<file path="config.mk">
export PLATFORM = sky130hd
export DESIGN_NAME = odometry_gyro_accumulator
export DESIGN_NICKNAME = d
export VERILOG_FILES = /design/src/rtl/oga_pkg.sv /design/src/rtl/oga_serial_mul.sv /design/src/rtl/oga_serial_div.sv /design/src/rtl/odometry_gyro_accumulator.sv
export SDC_FILE = /design/constraint.sdc
export NUM_CORES = 2
export LEC_CHECK = 0
export ABC_AREA = 1
export BUFFER_PORTS_ARGS = -buffer_cell sky130_fd_sc_hd__buf_2
export CAP_MARGIN = 10
export CORE_ASPECT_RATIO = 1.75
export CORE_MARGIN = 2
export CORE_UTILIZATION = 30
export CTS_BUF_LIST = sky130_fd_sc_hd__clkbuf_8
export DETAILED_ROUTE_END_ITERATION = 12
export PLACE_DENSITY = 0.45
export SLEW_MARGIN = 20
export SYNTH_ARGS = -nofsm -noshare
export SYNTH_HDL_FRONTEND = slang
export SYNTH_HIERARCHICAL = 1
export SYNTH_SLANG_ARGS = --single-unit
export TNS_END_PERCENT = 50
</file>
<file path="constraint.sdc">
create_clock -name clock -period 6.8 [get_ports clock]
set_clock_uncertainty 0.2 [all_clocks]
set_input_delay 0.68 -clock clock [delete_from_list [all_inputs] [get_ports clock]]
set_output_delay 0.68 -clock clock [all_outputs]
set_load 0.02 [all_outputs]
</file>
<file path="src/rtl/oga_pkg.sv">
// shared types, constants and helpers for the odometry gyro accumulator
`timescale 1ns / 1ps
package oga_pkg;
   localparam int RateW  = 24;
   localparam int DtW    = 20;
   localparam int AccW   = 48;
   localparam int CntW   = 32;
   localparam int SigW   = 23;
   localparam int TauW   = 32;
   localparam int ProdW  = RateW + DtW + 2;
   localparam int DivW   = 50;
   localparam int DenW   = 33;
   localparam logic [TauW-1:0] TauFloor = TauW'(1049);

   localparam logic [2:0] RegEnable = 3'd0;
   localparam logic [2:0] RegLimit  = 3'd1;
   localparam logic [2:0] RegTau    = 3'd2;
   localparam logic [2:0] RegPreint = 3'd3;
   localparam logic [2:0] RegSigma  = 3'd4;

   typedef struct packed {
      logic                   enable;
      logic [SigW-1:0]        limit;
      logic [TauW-1:0]        tau;
      logic                   preint;
      logic [SigW-1:0]        sigma;
   } cfg_type;

   function automatic logic signed [AccW-1:0] sat_s48(input logic signed [AccW:0] s);
      logic signed [AccW-1:0] r;
      r = s[AccW-1:0];
      if (s[AccW] != s[AccW-1]) r = s[AccW] ? {1'b1, {(AccW-1){1'b0}}} : {1'b0, {(AccW-1){1'b1}}};
      return r;
   endfunction

   function automatic logic [AccW-1:0] sat_u48(input logic [AccW:0] s);
      return s[AccW] ? {AccW{1'b1}} : s[AccW-1:0];
   endfunction
endpackage

</file>
<file path="src/rtl/oga_serial_mul.sv">
// shift-add multiplier, one multiplier bit per cycle, signed multiplicand
`timescale 1ns / 1ps
module oga_serial_mul (
   input  logic                              clock,
   input  logic                              reset,
   input  logic                              start,
   input  logic signed [oga_pkg::RateW:0]    mcand,
   input  logic [oga_pkg::DtW+2:0]           mplier,
   output logic                              done,
   output logic signed [oga_pkg::ProdW+3:0]  product
);
   import oga_pkg::*;
   localparam int MW = DtW + 3;
   localparam int PW = ProdW + 4;
   logic signed [PW-1:0] acc_ff, acc_in, mc_ff, mc_in;
   logic [MW-1:0] mp_ff, mp_in;
   logic [4:0] cnt_ff, cnt_in;
   logic busy_ff, busy_in, done_ff, done_in;

   always_comb begin
      acc_in = acc_ff; mc_in = mc_ff; mp_in = mp_ff;
      cnt_in = cnt_ff; busy_in = busy_ff; done_in = 1'b0;
      if (start) begin
         acc_in = '0; mc_in = PW'(mcand); mp_in = mplier;
         cnt_in = 5'(MW); busy_in = 1'b1;
      end else if (busy_ff) begin
         if (mp_ff[0]) acc_in = acc_ff + mc_ff;
         mc_in = mc_ff <<< 1;
         mp_in = mp_ff >> 1;
         cnt_in = cnt_ff - 5'd1;
         if (cnt_ff == 5'd1) begin
            busy_in = 1'b0; done_in = 1'b1;
         end
      end
   end

   always_ff @(posedge clock) begin
      acc_ff <= acc_in; mc_ff <= mc_in; mp_ff <= mp_in; cnt_ff <= cnt_in;
      if (reset) begin
         busy_ff <= 1'b0; done_ff <= 1'b0;
      end else begin
         busy_ff <= busy_in; done_ff <= done_in;
      end
   end
   assign done = done_ff;
   assign product = acc_ff;
endmodule

</file>
<file path="src/rtl/oga_serial_div.sv">
// restoring divider, one quotient bit per cycle, rounds half away from zero
`timescale 1ns / 1ps
module oga_serial_div (
   input  logic                              clock,
   input  logic                              reset,
   input  logic                              start,
   input  logic [oga_pkg::DivW-1:0]          mag,
   input  logic [oga_pkg::DenW-1:0]          den,
   output logic                              done,
   output logic [oga_pkg::DivW-1:0]          quot
);
   import oga_pkg::*;
   logic [DivW-1:0] q_ff, q_in;
   logic [DenW:0] r_ff, r_in, t;
   logic [DenW-1:0] d_ff, d_in;
   logic [5:0] cnt_ff, cnt_in;
   logic busy_ff, busy_in, done_ff, done_in;

   always_comb begin
      q_in = q_ff; r_in = r_ff; d_in = d_ff; cnt_in = cnt_ff;
      busy_in = busy_ff; done_in = 1'b0;
      t = {r_ff[DenW-1:0], q_ff[DivW-1]};
      if (start) begin
         q_in = mag + DivW'(den >> 1); r_in = '0; d_in = den;
         cnt_in = 6'(DivW); busy_in = 1'b1;
      end else if (busy_ff) begin
         q_in = {q_ff[DivW-2:0], 1'b0};
         r_in = t;
         if (t >= {1'b0, d_ff}) begin
            r_in = t - {1'b0, d_ff}; q_in[0] = 1'b1;
         end
         cnt_in = cnt_ff - 6'd1;
         if (cnt_ff == 6'd1) begin
            busy_in = 1'b0; done_in = 1'b1;
         end
      end
   end

   always_ff @(posedge clock) begin
      q_ff <= q_in; r_ff <= r_in; d_ff <= d_in; cnt_ff <= cnt_in;
      if (reset) begin
         busy_ff <= 1'b0; done_ff <= 1'b0;
      end else begin
         busy_ff <= busy_in; done_ff <= done_in;
      end
   end
   assign done = done_ff;
   assign quot = q_ff;
endmodule

</file>
<file path="src/rtl/odometry_gyro_accumulator.sv">
// top level: csr port, sequencer and accumulators for wheel and gyro items
// sequence: a wheel item runs three serial products (x, y, yaw) before rsp_valid; an ignored item goes to S_RESP
// a gyro item runs one to four serial products, with a bias division only when the bias is updated
// handshake: one item at a time, next item taken the cycle after the result is accepted
// reset: synchronous active high, clears accumulators, csr to defaults
`timescale 1ns / 1ps
module odometry_gyro_accumulator (
   input  logic                          clock,
   input  logic                          reset,
   input  logic                          req_valid,
   output logic                          req_ready,
   input  logic                          req_kind,
   input  logic signed [23:0]            req_vel_x,
   input  logic signed [23:0]            req_vel_y,
   input  logic signed [23:0]            req_yaw_rate,
   input  logic [19:0]                   req_interval,
   input  logic                          req_stationary_flag,
   input  logic signed [23:0]            req_graph_bias,
   output logic                          rsp_valid,
   input  logic                          rsp_ready,
   output logic signed [47:0]            rsp_sum_x,
   output logic signed [47:0]            rsp_sum_y,
   output logic signed [47:0]            rsp_sum_yaw_wheel,
   output logic signed [47:0]            rsp_sum_yaw_gyro,
   output logic [47:0]                   rsp_sum_time,
   output logic [23:0]                   rsp_peak_rate,
   output logic signed [23:0]            rsp_bias_estimate,
   output logic [31:0]                   rsp_bias_update_count,
   output logic signed [47:0]            rsp_preint_yaw,
   output logic [47:0]                   rsp_preint_time,
   output logic [47:0]                   rsp_preint_variance,
   output logic                          rsp_ignored,
   input  logic                          psel,
   input  logic                          penable,
   input  logic                          pwrite,
   input  logic [4:0]                    paddr,
   input  logic [31:0]                   pwdata,
   output logic [31:0]                   prdata,
   output logic                          pready
);
   import oga_pkg::*;

   typedef enum logic [10:0] {
      S_IDLE = 11'b00000000001, S_MX   = 11'b00000000010, S_MY  = 11'b00000000100,
      S_MW   = 11'b00000001000, S_BMUL = 11'b00000010000, S_BDIV = 11'b00000100000,
      S_CMUL = 11'b00001000000, S_SMUL = 11'b00010000000, S_VMUL = 11'b00100000000,
      S_RESP = 11'b01000000000, S_WAIT = 11'b10000000000
   } state_type;

   state_type st_ff, st_in;
   cfg_type cfg_ff, cfg_in;
   logic [RateW-1:0] vy_ff, wz_ff, gb_ff;
   logic [DtW-1:0] dt_ff;
   logic stat_ff;
   logic signed [AccW-1:0] ax_ff, ay_ff, aw_ff, ag_ff, py_ff;
   logic [AccW-1:0] at_ff, pt_ff, pv_ff;
   logic [RateW-1:0] mx_ff;
   logic signed [RateW-1:0] bv_ff;
   logic [CntW-1:0] bu_ff;
   logic ign_ff, rv_ff;
   logic signed [AccW-1:0] ax_in, ay_in, aw_in, ag_in, py_in;
   logic [AccW-1:0] at_in, pt_in, pv_in;
   logic [RateW-1:0] mx_in;
   logic signed [RateW-1:0] bv_in;
   logic [CntW-1:0] bu_in;
   logic ign_in, rv_in;
   logic bneg_ff, bneg_in;

   logic mstart, mdone, dstart, ddone;
   logic signed [RateW:0] mcand;
   logic [DtW+2:0] mplier;
   logic signed [ProdW+3:0] prod;
   logic signed [ProdW+3:0] rnd;
   logic [DivW-1:0] dmag, quot;
   logic [DenW-1:0] dden;
   logic signed [RateW:0] wz_s, mag_s, corr;
   logic [RateW-1:0] mag;
   logic [TauW-1:0] tau_u;
   logic wr;
   logic req_fire;

   oga_serial_mul u_mul (.clock, .reset, .start(mstart), .mcand, .mplier,
                         .done(mdone), .product(prod));
   oga_serial_div u_div (.clock, .reset, .start(dstart), .mag(dmag), .den(dden),
                         .done(ddone), .quot);

   assign req_ready = (st_ff == S_IDLE);
   assign req_fire  = req_valid && req_ready;
   assign wz_s = {wz_ff[RateW-1], wz_ff};
   assign mag_s = wz_s[RateW] ? -wz_s : wz_s;
   assign mag = mag_s[RateW-1:0];
   assign corr = cfg_ff.preint ? {gb_ff[RateW-1], gb_ff} :
                 (cfg_ff.enable ? {bv_ff[RateW-1], bv_ff} : '0);
   assign rnd = (prod + (ProdW+4)'(1 << 19)) >>> 20;
   assign tau_u = (cfg_ff.tau < TauFloor) ? TauFloor : cfg_ff.tau;
   assign dden = DenW'(tau_u) + DenW'(dt_ff);
   assign dmag = prod[ProdW+3] ? DivW'(-prod) : DivW'(prod);

   assign wr = psel && penable && pwrite;
   always_comb begin
      cfg_in = cfg_ff;
      if (wr) begin
         case (paddr[4:2])
            RegEnable: cfg_in.enable = pwdata[0];
            RegLimit:  cfg_in.limit  = pwdata[SigW-1:0];
            RegTau:    cfg_in.tau    = pwdata;
            RegPreint: cfg_in.preint = pwdata[0];
            RegSigma:  cfg_in.sigma  = pwdata[SigW-1:0];
            default: ;
         endcase
      end
      case (paddr[4:2])
         RegEnable: prdata = 32'(cfg_ff.enable);
         RegLimit:  prdata = 32'(cfg_ff.limit);
         RegTau:    prdata = cfg_ff.tau;
         RegPreint: prdata = 32'(cfg_ff.preint);
         RegSigma:  prdata = 32'(cfg_ff.sigma);
         default:   prdata = '0;
      endcase
   end
   assign pready = 1'b1;

   always_comb begin
      st_in = st_ff; mstart = 1'b0; dstart = 1'b0;
      mcand = '0; mplier = 23'(dt_ff);
      ax_in = ax_ff; ay_in = ay_ff; aw_in = aw_ff; ag_in = ag_ff; py_in = py_ff;
      at_in = at_ff; pt_in = pt_ff; pv_in = pv_ff; mx_in = mx_ff; bv_in = bv_ff;
      bu_in = bu_ff; ign_in = ign_ff; rv_in = rv_ff; bneg_in = bneg_ff;
      case (st_ff)
         S_IDLE: begin
            if (req_fire) begin
               ign_in = (req_interval == '0);
               if (req_interval == '0) st_in = S_RESP;
               else if (!req_kind) begin
                  mstart = 1'b1; mcand = {req_vel_x[23], req_vel_x};
                  mplier = 23'(req_interval); st_in = S_MX;
               end else st_in = S_WAIT;
            end
         end
         S_WAIT: begin
            if (mag > mx_ff) mx_in = mag;
            if (cfg_ff.enable && stat_ff && ({1'b0, mag} < {2'b0, cfg_ff.limit})) begin
               mstart = 1'b1; mcand = wz_s - {bv_ff[RateW-1], bv_ff}; st_in = S_BMUL;
            end else begin
               mstart = 1'b1; mcand = wz_s - corr; st_in = S_CMUL;
            end
         end
         S_MX: if (mdone) begin
            ax_in = sat_s48((AccW+1)'(ax_ff) + (AccW+1)'(rnd));
            mstart = 1'b1; mcand = {vy_ff[23], vy_ff}; st_in = S_MY;
         end
         S_MY: if (mdone) begin
            ay_in = sat_s48((AccW+1)'(ay_ff) + (AccW+1)'(rnd));
            mstart = 1'b1; mcand = wz_s; st_in = S_MW;
         end
         S_MW: if (mdone) begin
            aw_in = sat_s48((AccW+1)'(aw_ff) + (AccW+1)'(rnd));
            at_in = sat_u48({1'b0, at_ff} + (AccW+1)'(dt_ff));
            st_in = S_RESP;
         end
         S_BMUL: if (mdone) begin
            bneg_in = prod[ProdW+3]; dstart = 1'b1; st_in = S_BDIV;
         end
         S_BDIV: if (ddone) begin
            bv_in = bneg_ff ? bv_ff - RateW'(quot) : bv_ff + RateW'(quot);
            if (bu_ff != '1) bu_in = bu_ff + CntW'(1);
            mstart = 1'b1;
            mcand = cfg_ff.preint ? wz_s - {gb_ff[RateW-1], gb_ff} :
                    wz_s - {bv_in[RateW-1], bv_in};
            st_in = S_CMUL;
         end
         S_CMUL: begin
            if (mdone) begin
               ag_in = sat_s48((AccW+1)'(ag_ff) + (AccW+1)'(rnd));
               if (cfg_ff.preint) begin
                  py_in = sat_s48((AccW+1)'(py_ff) + (AccW+1)'(rnd));
                  pt_in = sat_u48({1'b0, pt_ff} + (AccW+1)'(dt_ff));
                  mstart = 1'b1; mcand = {2'b0, cfg_ff.sigma}; st_in = S_SMUL;
               end else st_in = S_RESP;
            end
         end
         S_SMUL: if (mdone) begin
            mstart = 1'b1; mcand = {1'b0, rnd[23:0]}; mplier = rnd[22:0];
            st_in = S_VMUL;
         end
         S_VMUL: if (mdone) begin
            pv_in = sat_u48({1'b0, pv_ff} + (AccW+1)'(prod));
            st_in = S_RESP;
         end
         S_RESP: begin
            rv_in = 1'b1;
            if (rv_ff && rsp_ready) begin
               rv_in = 1'b0; st_in = S_IDLE;
            end
         end
         default: st_in = S_IDLE;
      endcase
   end

   always_ff @(posedge clock) begin
      if (req_fire) begin
         vy_ff <= req_vel_y;
         wz_ff <= req_yaw_rate; dt_ff <= req_interval;
         stat_ff <= req_stationary_flag; gb_ff <= req_graph_bias;
      end
      bneg_ff <= bneg_in; ign_ff <= ign_in;
      if (reset) begin
         st_ff <= S_IDLE; rv_ff <= 1'b0;
         cfg_ff <= '{enable: 1'b0, limit: 23'd3277, tau: 32'd1048576,
                     preint: 1'b0, sigma: 23'd66};
         ax_ff <= '0; ay_ff <= '0; aw_ff <= '0; ag_ff <= '0; py_ff <= '0;
         at_ff <= '0; pt_ff <= '0; pv_ff <= '0; mx_ff <= '0; bv_ff <= '0; bu_ff <= '0;
      end else begin
         st_ff <= st_in; rv_ff <= rv_in; cfg_ff <= cfg_in;
         ax_ff <= ax_in; ay_ff <= ay_in; aw_ff <= aw_in; ag_ff <= ag_in; py_ff <= py_in;
         at_ff <= at_in; pt_ff <= pt_in; pv_ff <= pv_in; mx_ff <= mx_in;
         bv_ff <= bv_in; bu_ff <= bu_in;
      end
   end

   assign rsp_valid = rv_ff;
   assign rsp_sum_x = ax_ff;
   assign rsp_sum_y = ay_ff;
   assign rsp_sum_yaw_wheel = aw_ff;
   assign rsp_sum_yaw_gyro = ag_ff;
   assign rsp_sum_time = at_ff;
   assign rsp_peak_rate = mx_ff;
   assign rsp_bias_estimate = bv_ff;
   assign rsp_bias_update_count = bu_ff;
   assign rsp_preint_yaw = py_ff;
   assign rsp_preint_time = pt_ff;
   assign rsp_preint_variance = pv_ff;
   assign rsp_ignored = ign_ff;
endmodule
</file>
* After elaboration in Yosys (flattened, before gate mapping)
Index checks and enable logic that the tools add are counted.
Storage, ports and cells: bits in registers 905, latch bits 0, bits in writable memories 0, bits in read-only memories 0, word-level logic and storage cells 208, memories kept 0
Cells by class: $add $sub $neg 24, multiply operators 0, div/mod/pow operators 0, $lt $le $gt $ge 4, equality and inequality tests 32, shift-type cells 0, multiplexer cells 77, bitwise gates (word level) 2, reductions and logical operators 32
Operators by type and width (number):
- $mux W48 | 13
- $mux W25 | 10
- $mux W50 | 5
- $add A48 B30 Y49 | 5
- $pmux W25 S7 | 1
- $pmux W32 S5 | 1
- $mux W11 | 11
- $mux W23 | 5
- $pmux W11 S10 | 1
- $add A48 B20 Y49 | 2
- $sub A24 B24 Y25 | 3
- $mux W24 | 3
- $mux W20 | 3
- $add A50 B21 Y50 const B | 1
- $add A50 B32 Y50 | 1
- $add A50 B50 Y50 | 1
- $neg A50 Y50 | 1
- $add A48 B49 Y49 | 1
- $pmux W23 S2 | 1
- $ge A34 B33 Y1 | 1
- $add A32 B20 Y33 | 1
- $mux W33 | 1
- $sub A33 B33 Y33 | 1
- $add A32 B1 Y32 const B | 1
- 44 further kinds | 97

* Longest topological paths before layout
word-level depth 7, mapped depth 41

* Cells and area by module
Netlist, hierarchy kept.
Modules (own cells, without submodules):
- odometry_gyro_accumulator | times used 1, cells each 9668, area each 60314.1 um^2, sequential area each 13983.4 um^2
- oga_serial_div | times used 1, cells each 1838, area each 11229.5 um^2, sequential area each 3313.2 um^2
- oga_serial_mul | times used 1, cells each 1479, area each 9432.8 um^2, sequential area each 3333.2 um^2

* Least setup slack after synthesis
OpenSTA, ideal clock, no wires.
path type reg2reg, from register st_ff[2], to register u_div.q_ff[0], in the netlist u_div/quot[0], enable pin, setup time 0.434 ns, arrival 5.585 ns, required time 6.166 ns, setup slack 0.581 ns, cell stages (with the launch flop) 9, clock period less this slack 6.219 ns, path through dfxtp_1 -> nor2_1 -> nand2_2 -> nor2_4 -> inv_1 -> nor3_1 -> nor2_1 -> inv_1 -> clkbuf_1
Between the ends: word-level cells in the longest chain between the ends 3
RTL lines:
- start, declared | RTL line odometry_gyro_accumulator.sv:50 | state_type st_ff, st_in;
- start signal, assigned | RTL line odometry_gyro_accumulator.sv:214 | st_ff <= st_in; rv_ff <= rv_in; cfg_ff <= cfg_in;
- $eq A11 B5 Y1 | RTL line odometry_gyro_accumulator.sv:129 | case (st_ff)
- $mux W1 | RTL line odometry_gyro_accumulator.sv:129
- via dstart | RTL line odometry_gyro_accumulator.sv:69 | logic mstart, mdone, dstart, ddone;
- $reduce_bool A2 Y1 (no line)
- end signal, assigned | RTL line oga_serial_div.sv:40 | q_ff <= q_in; r_ff <= r_in; d_ff <= d_in; cnt_ff <= cnt_in;
- end, declared | RTL line oga_serial_div.sv:13 | logic [DivW-1:0] q_ff, q_in;
The timed path passes the listed nets, and every way through them passes these cells. A chain may end at the register's enable or synchronous reset.

* Worst setup path in the final report
from register cfg_ff[40] (netlist bit), to register u_div.q_ff[40], in the netlist u_div/quot[40] (data pin)
Between the ends: word-level cells in the longest chain between the ends 5
RTL lines:
- start, declared | RTL line odometry_gyro_accumulator.sv:51 | cfg_type cfg_ff, cfg_in;
- start signal, assigned | RTL line odometry_gyro_accumulator.sv:209 | cfg_ff <= '{enable: 1'b0, limit: 23'd3277, tau: 32'd1048576,
- start signal, assigned | RTL line odometry_gyro_accumulator.sv:214
- $lt A32 B11 Y1 | RTL line odometry_gyro_accumulator.sv:95 | assign tau_u = (cfg_ff.tau < TauFloor) ? TauFloor : cfg_ff.tau;
- $mux W32 (*) | RTL line odometry_gyro_accumulator.sv:95
- $add A32 B20 Y33 (*) | RTL line odometry_gyro_accumulator.sv:96 | assign dden = DenW'(tau_u) + DenW'(dt_ff);
- via dden[32] | RTL line odometry_gyro_accumulator.sv:75 | logic [DenW-1:0] dden;
- $add A50 B32 Y50 (*) | RTL line oga_serial_div.sv:24 | q_in = mag + DivW'(den >> 1); r_in = '0; d_in = den;
- $mux W50 (*) | RTL line oga_serial_div.sv:23 | if (start) begin
- via u_div.q_in[40] | RTL line oga_serial_div.sv:13
Mark *: on every way through the listed nets, which the timed path passes. The rest lies on a longest branch.

==> results.py <==
metrics = {
    "timing": {
        "max_freq_mhz": 155,
        "worst_pin_slew_ns": 1.36,
        "finalHoldViolations": 0,
        "drv_slew": 0,
        "post-route-worst-setup-slack_ns": 0.331,
        "rsz0062_at_grt": "false",
        "period_share_pct": 95.1,
        "tns_ns": 0,
        "setup_violations": 0,
        "min_period_ns": 6.47,
        "max_slew_margin_pct": 9.02,
    },
    "critical_path": {
        "start_kind": "flop",
        "critPathCaptureType": "flop",
        "cp_num_buf_inv": 3,
        "worstSetupPathType": "flop to flop",
        "slowest_stage": "nor4_1",
        "cpMostUsedCell": "nand2_1",
        "path_max_fanout": 5,
        "crit_required_ns": 7.25,
        "cp_data_arrival_time_ns": 6.92,
        "critPathMaxStageDelay_ns": 0.51,
        "cp_top_family": "simple AND/OR/NAND/NOR gates",
    },
    "detailed_routing": {
        "drcViolationCount": 0,
        "wl_per_cell_um": 23.9,
        "final_antenna_net_count": 0,
        "wirelength_um": 420000,
        "via_per_inst": 5.06,
        "initialDrtViolationCount": 5314,
        "num_vias": 88800,
        "dr.pass1.iters": 9,
    },
    "power_and_ir_drop": {
        "ir_worst_vdd_mv": 0.417,
        "p_sw_mw": 14.0,
        "powerDensity_mw_per_mm2": 292,
        "pwr-share-comb_pct": 53.0,
        "netSwitchingFraction_pct": 50.8,
        "p_clk_share_pct": 21.0,
        "p_leak_nw": 48.0,
        "seq_power_share_pct": 26.0,
        "p_int_mw": 13.5,
    },
    "cts": {
        "cts_post_setup_buffers_inserted": 0,
        "ctsRootBufferMaster": "clkbuf_8",
        "clk_pin_slew_worst_paths_ns": 0.07,
        "worstSkewPairLatency_ns": 1.03,
        "cts_tree": "built",
        "clkSinkCount": 905,
        "numCtsBuffers": 175,
        "clock_path_buffers": 4,
        "htree_levels": 4,
    },
    "yosys": {
        "synth_ff_type": "dfxtp_1",
        "yosysTopAreaCell": "nand2_1",
        "yosysTopAreaCellShare_pct": 17.6,
        "synth-async-reset-ratio_pct": 0,
        "synth_seq_cells": 905,
        "syn_inst": 13000,
        "yosys-top-cells-area": "nand2_1 18%, dfxtp_1 16%, edfxtp_1 9.3%",
        "synth.distinct_cells": 69,
        "synth_seq_area_share_pct": 25.5,
        "avgSynthCellArea_um2": 6.24,
        "syn_area_mm2": 0.0810,
        "syn-num-nets": 13800,
        "synth-edff-count": 251,
        "synth_warnings": 6,
    },
    "outcome": {
        "outcome": "completed",
    },
    "floorplanning": {
        "ios": 662,
        "fp.dieW_um": 397,
        "num_rows": 252,
        "core_area_mm2": 0.269,
        "dieArea_mm2": 0.274,
        "die_y_um": 691,
        "initial_core_util_pct": 30.1,
    },
    "place": {
        "place_hpwl_um": 345000,
        "io_buffer_count": 658,
        "place_inst": 17100,
        "place_congestion": 0.983,
        "pre_cts_ws_ns": 0.390,
    },
    "final_layout": {
        "final_common_cell": "nand2_1",
        "utilization_pct": 35.0,
        "final_cell_mix": "3804 x nand2_1, 1881 x inv_1, 1410 x nor2_1, 975 x a21oi_1, 769 x o21ai_0",
        "fin_cells": 17600,
        "nets": 14600,
        "area_delta_synth_final_pct": 16.4,
        "layout-drive-gt1-share_pct": 9.73,
    },
    "global_routing": {
        "grt.overflow.total": 0,
        "grt_max_degree": 199,
        "grt_pass1_wl_um": 595000,
        "grt_pass1_vias": 89600,
        "antenna_found_initial": 32,
        "grt_usage_pct": 29.5,
    },
    "hold_path": {
        "hold_path.class": "primary input to flop",
    },
    "flow_run": {
        "max_cap_viol_count": 0,
    },
}
==> sequential cells by signal, indices dropped and copies added (netlist names), 11 cells and up <==
register,count
rsp_sum_y,48
rsp_preint_variance,48
rsp_sum_x,48
u_div/d_ff,33
u_mul/mc_ff,50
rsp_peak_rate,24
u_div/r_ff,33
wz_ff,24
vy_ff,24
rsp_preint_time,48
u_mul/mp_ff,23
gb_ff,24
cfg_ff,80
st_ff,11
rsp_preint_yaw,48
u_div/quot,50
rsp_bias_update_count,32
u_mul/product,50
rsp_sum_time,48
rsp_bias_estimate,24
dt_ff,20
rsp_sum_yaw_wheel,48
rsp_sum_yaw_gyro,48
==> repair_timing <==
action,4_1_cts,5_1_grt
endpoints found under the hold margin,198,0
endpoints found under the setup margin,0,38
gates resized for setup,0,7
hold buffers,141,0
==> cells by family after synthesis <==
kind of cell | count (synthesis) | synth area share, %
flip-flops | 905 | 25.5
AO/OA/AOI/OAI | 2244 | 15.5
buffers and inverters | 2166 | 10.5
XOR/XNOR | 490 | 5.30
AND/OR/NAND/NOR | 6575 | 33.7
adder cells (fa/ha/maj) | 604 | 9.47
other | 1 | 0.00463
==> cells in the mapped netlist, types with 191 or more instances <==
cell	number
nor2_1	1416
o21ai_0	771
inv_1	1820
nand3_1	661
edfxtp_1	251
nand2_1	3806
ha_1	589
a21oi_1	975
dfxtp_1	654
nand4_1	211
clkbuf_1	191
xor2_1	369
==> routing by layer <==
metal	GRT usage, %	part of all wire (%)	vias to the layer above
li1	-	-	44000
met1	28.6	35	41400
met2	54.8	51	2397
met3	5.06	5.0	1006
met4	23.0	9.1	12
met5	0	0.018	-
==> area by class of cell <==
class	count	area, um^2
multi-input combinational	9914	52100
timing repair buffer	1005	6510
sequential	905	20600
fill	30700	175000
clock buffer	206	2840
clock inverter	100	616
inverter	1857	6980
tap	3556	4450
antenna	19	47.5
==> path summary, 6_finish.rpt <==
check	to	from	slack, ns	depth (start not counted)
worst max-delay path	u_div/quot[40]	cfg_ff[40]	0.33	26
worst min-delay path	rsp_preint_time[39]	reset	0.09	2
worst max register to register	u_div/quot[40]	cfg_ff[40]	0.33	26
worst min register to register	u_div/r_ff[12]	u_div/r_ff[12]	0.27	2
==> through the flow <==
stage	cell area (um^2)	power (mW)	hold WS, ns
finish	94200	27.5	0.0900
global route	94200	29.3	0.0571
CTS	94100	27.6	0.00413
detailed placement	89300	21.6	0.261
global placement	89300	21.6	0.261
floorplan	81000	15.8	0.237
==> power groups by stage <==
stage	clock network, mW	logic [mW]	registers, mW
final	5.77	14.6	7.16
after global routing	6.16	15.9	7.16
after CTS	5.98	14.5	7.13
after detailed placement	0	14.4	7.24
after global placement	0	14.4	7.24
after floorplan	0	9.00	6.77
Power figures use the tool's default switching activity.
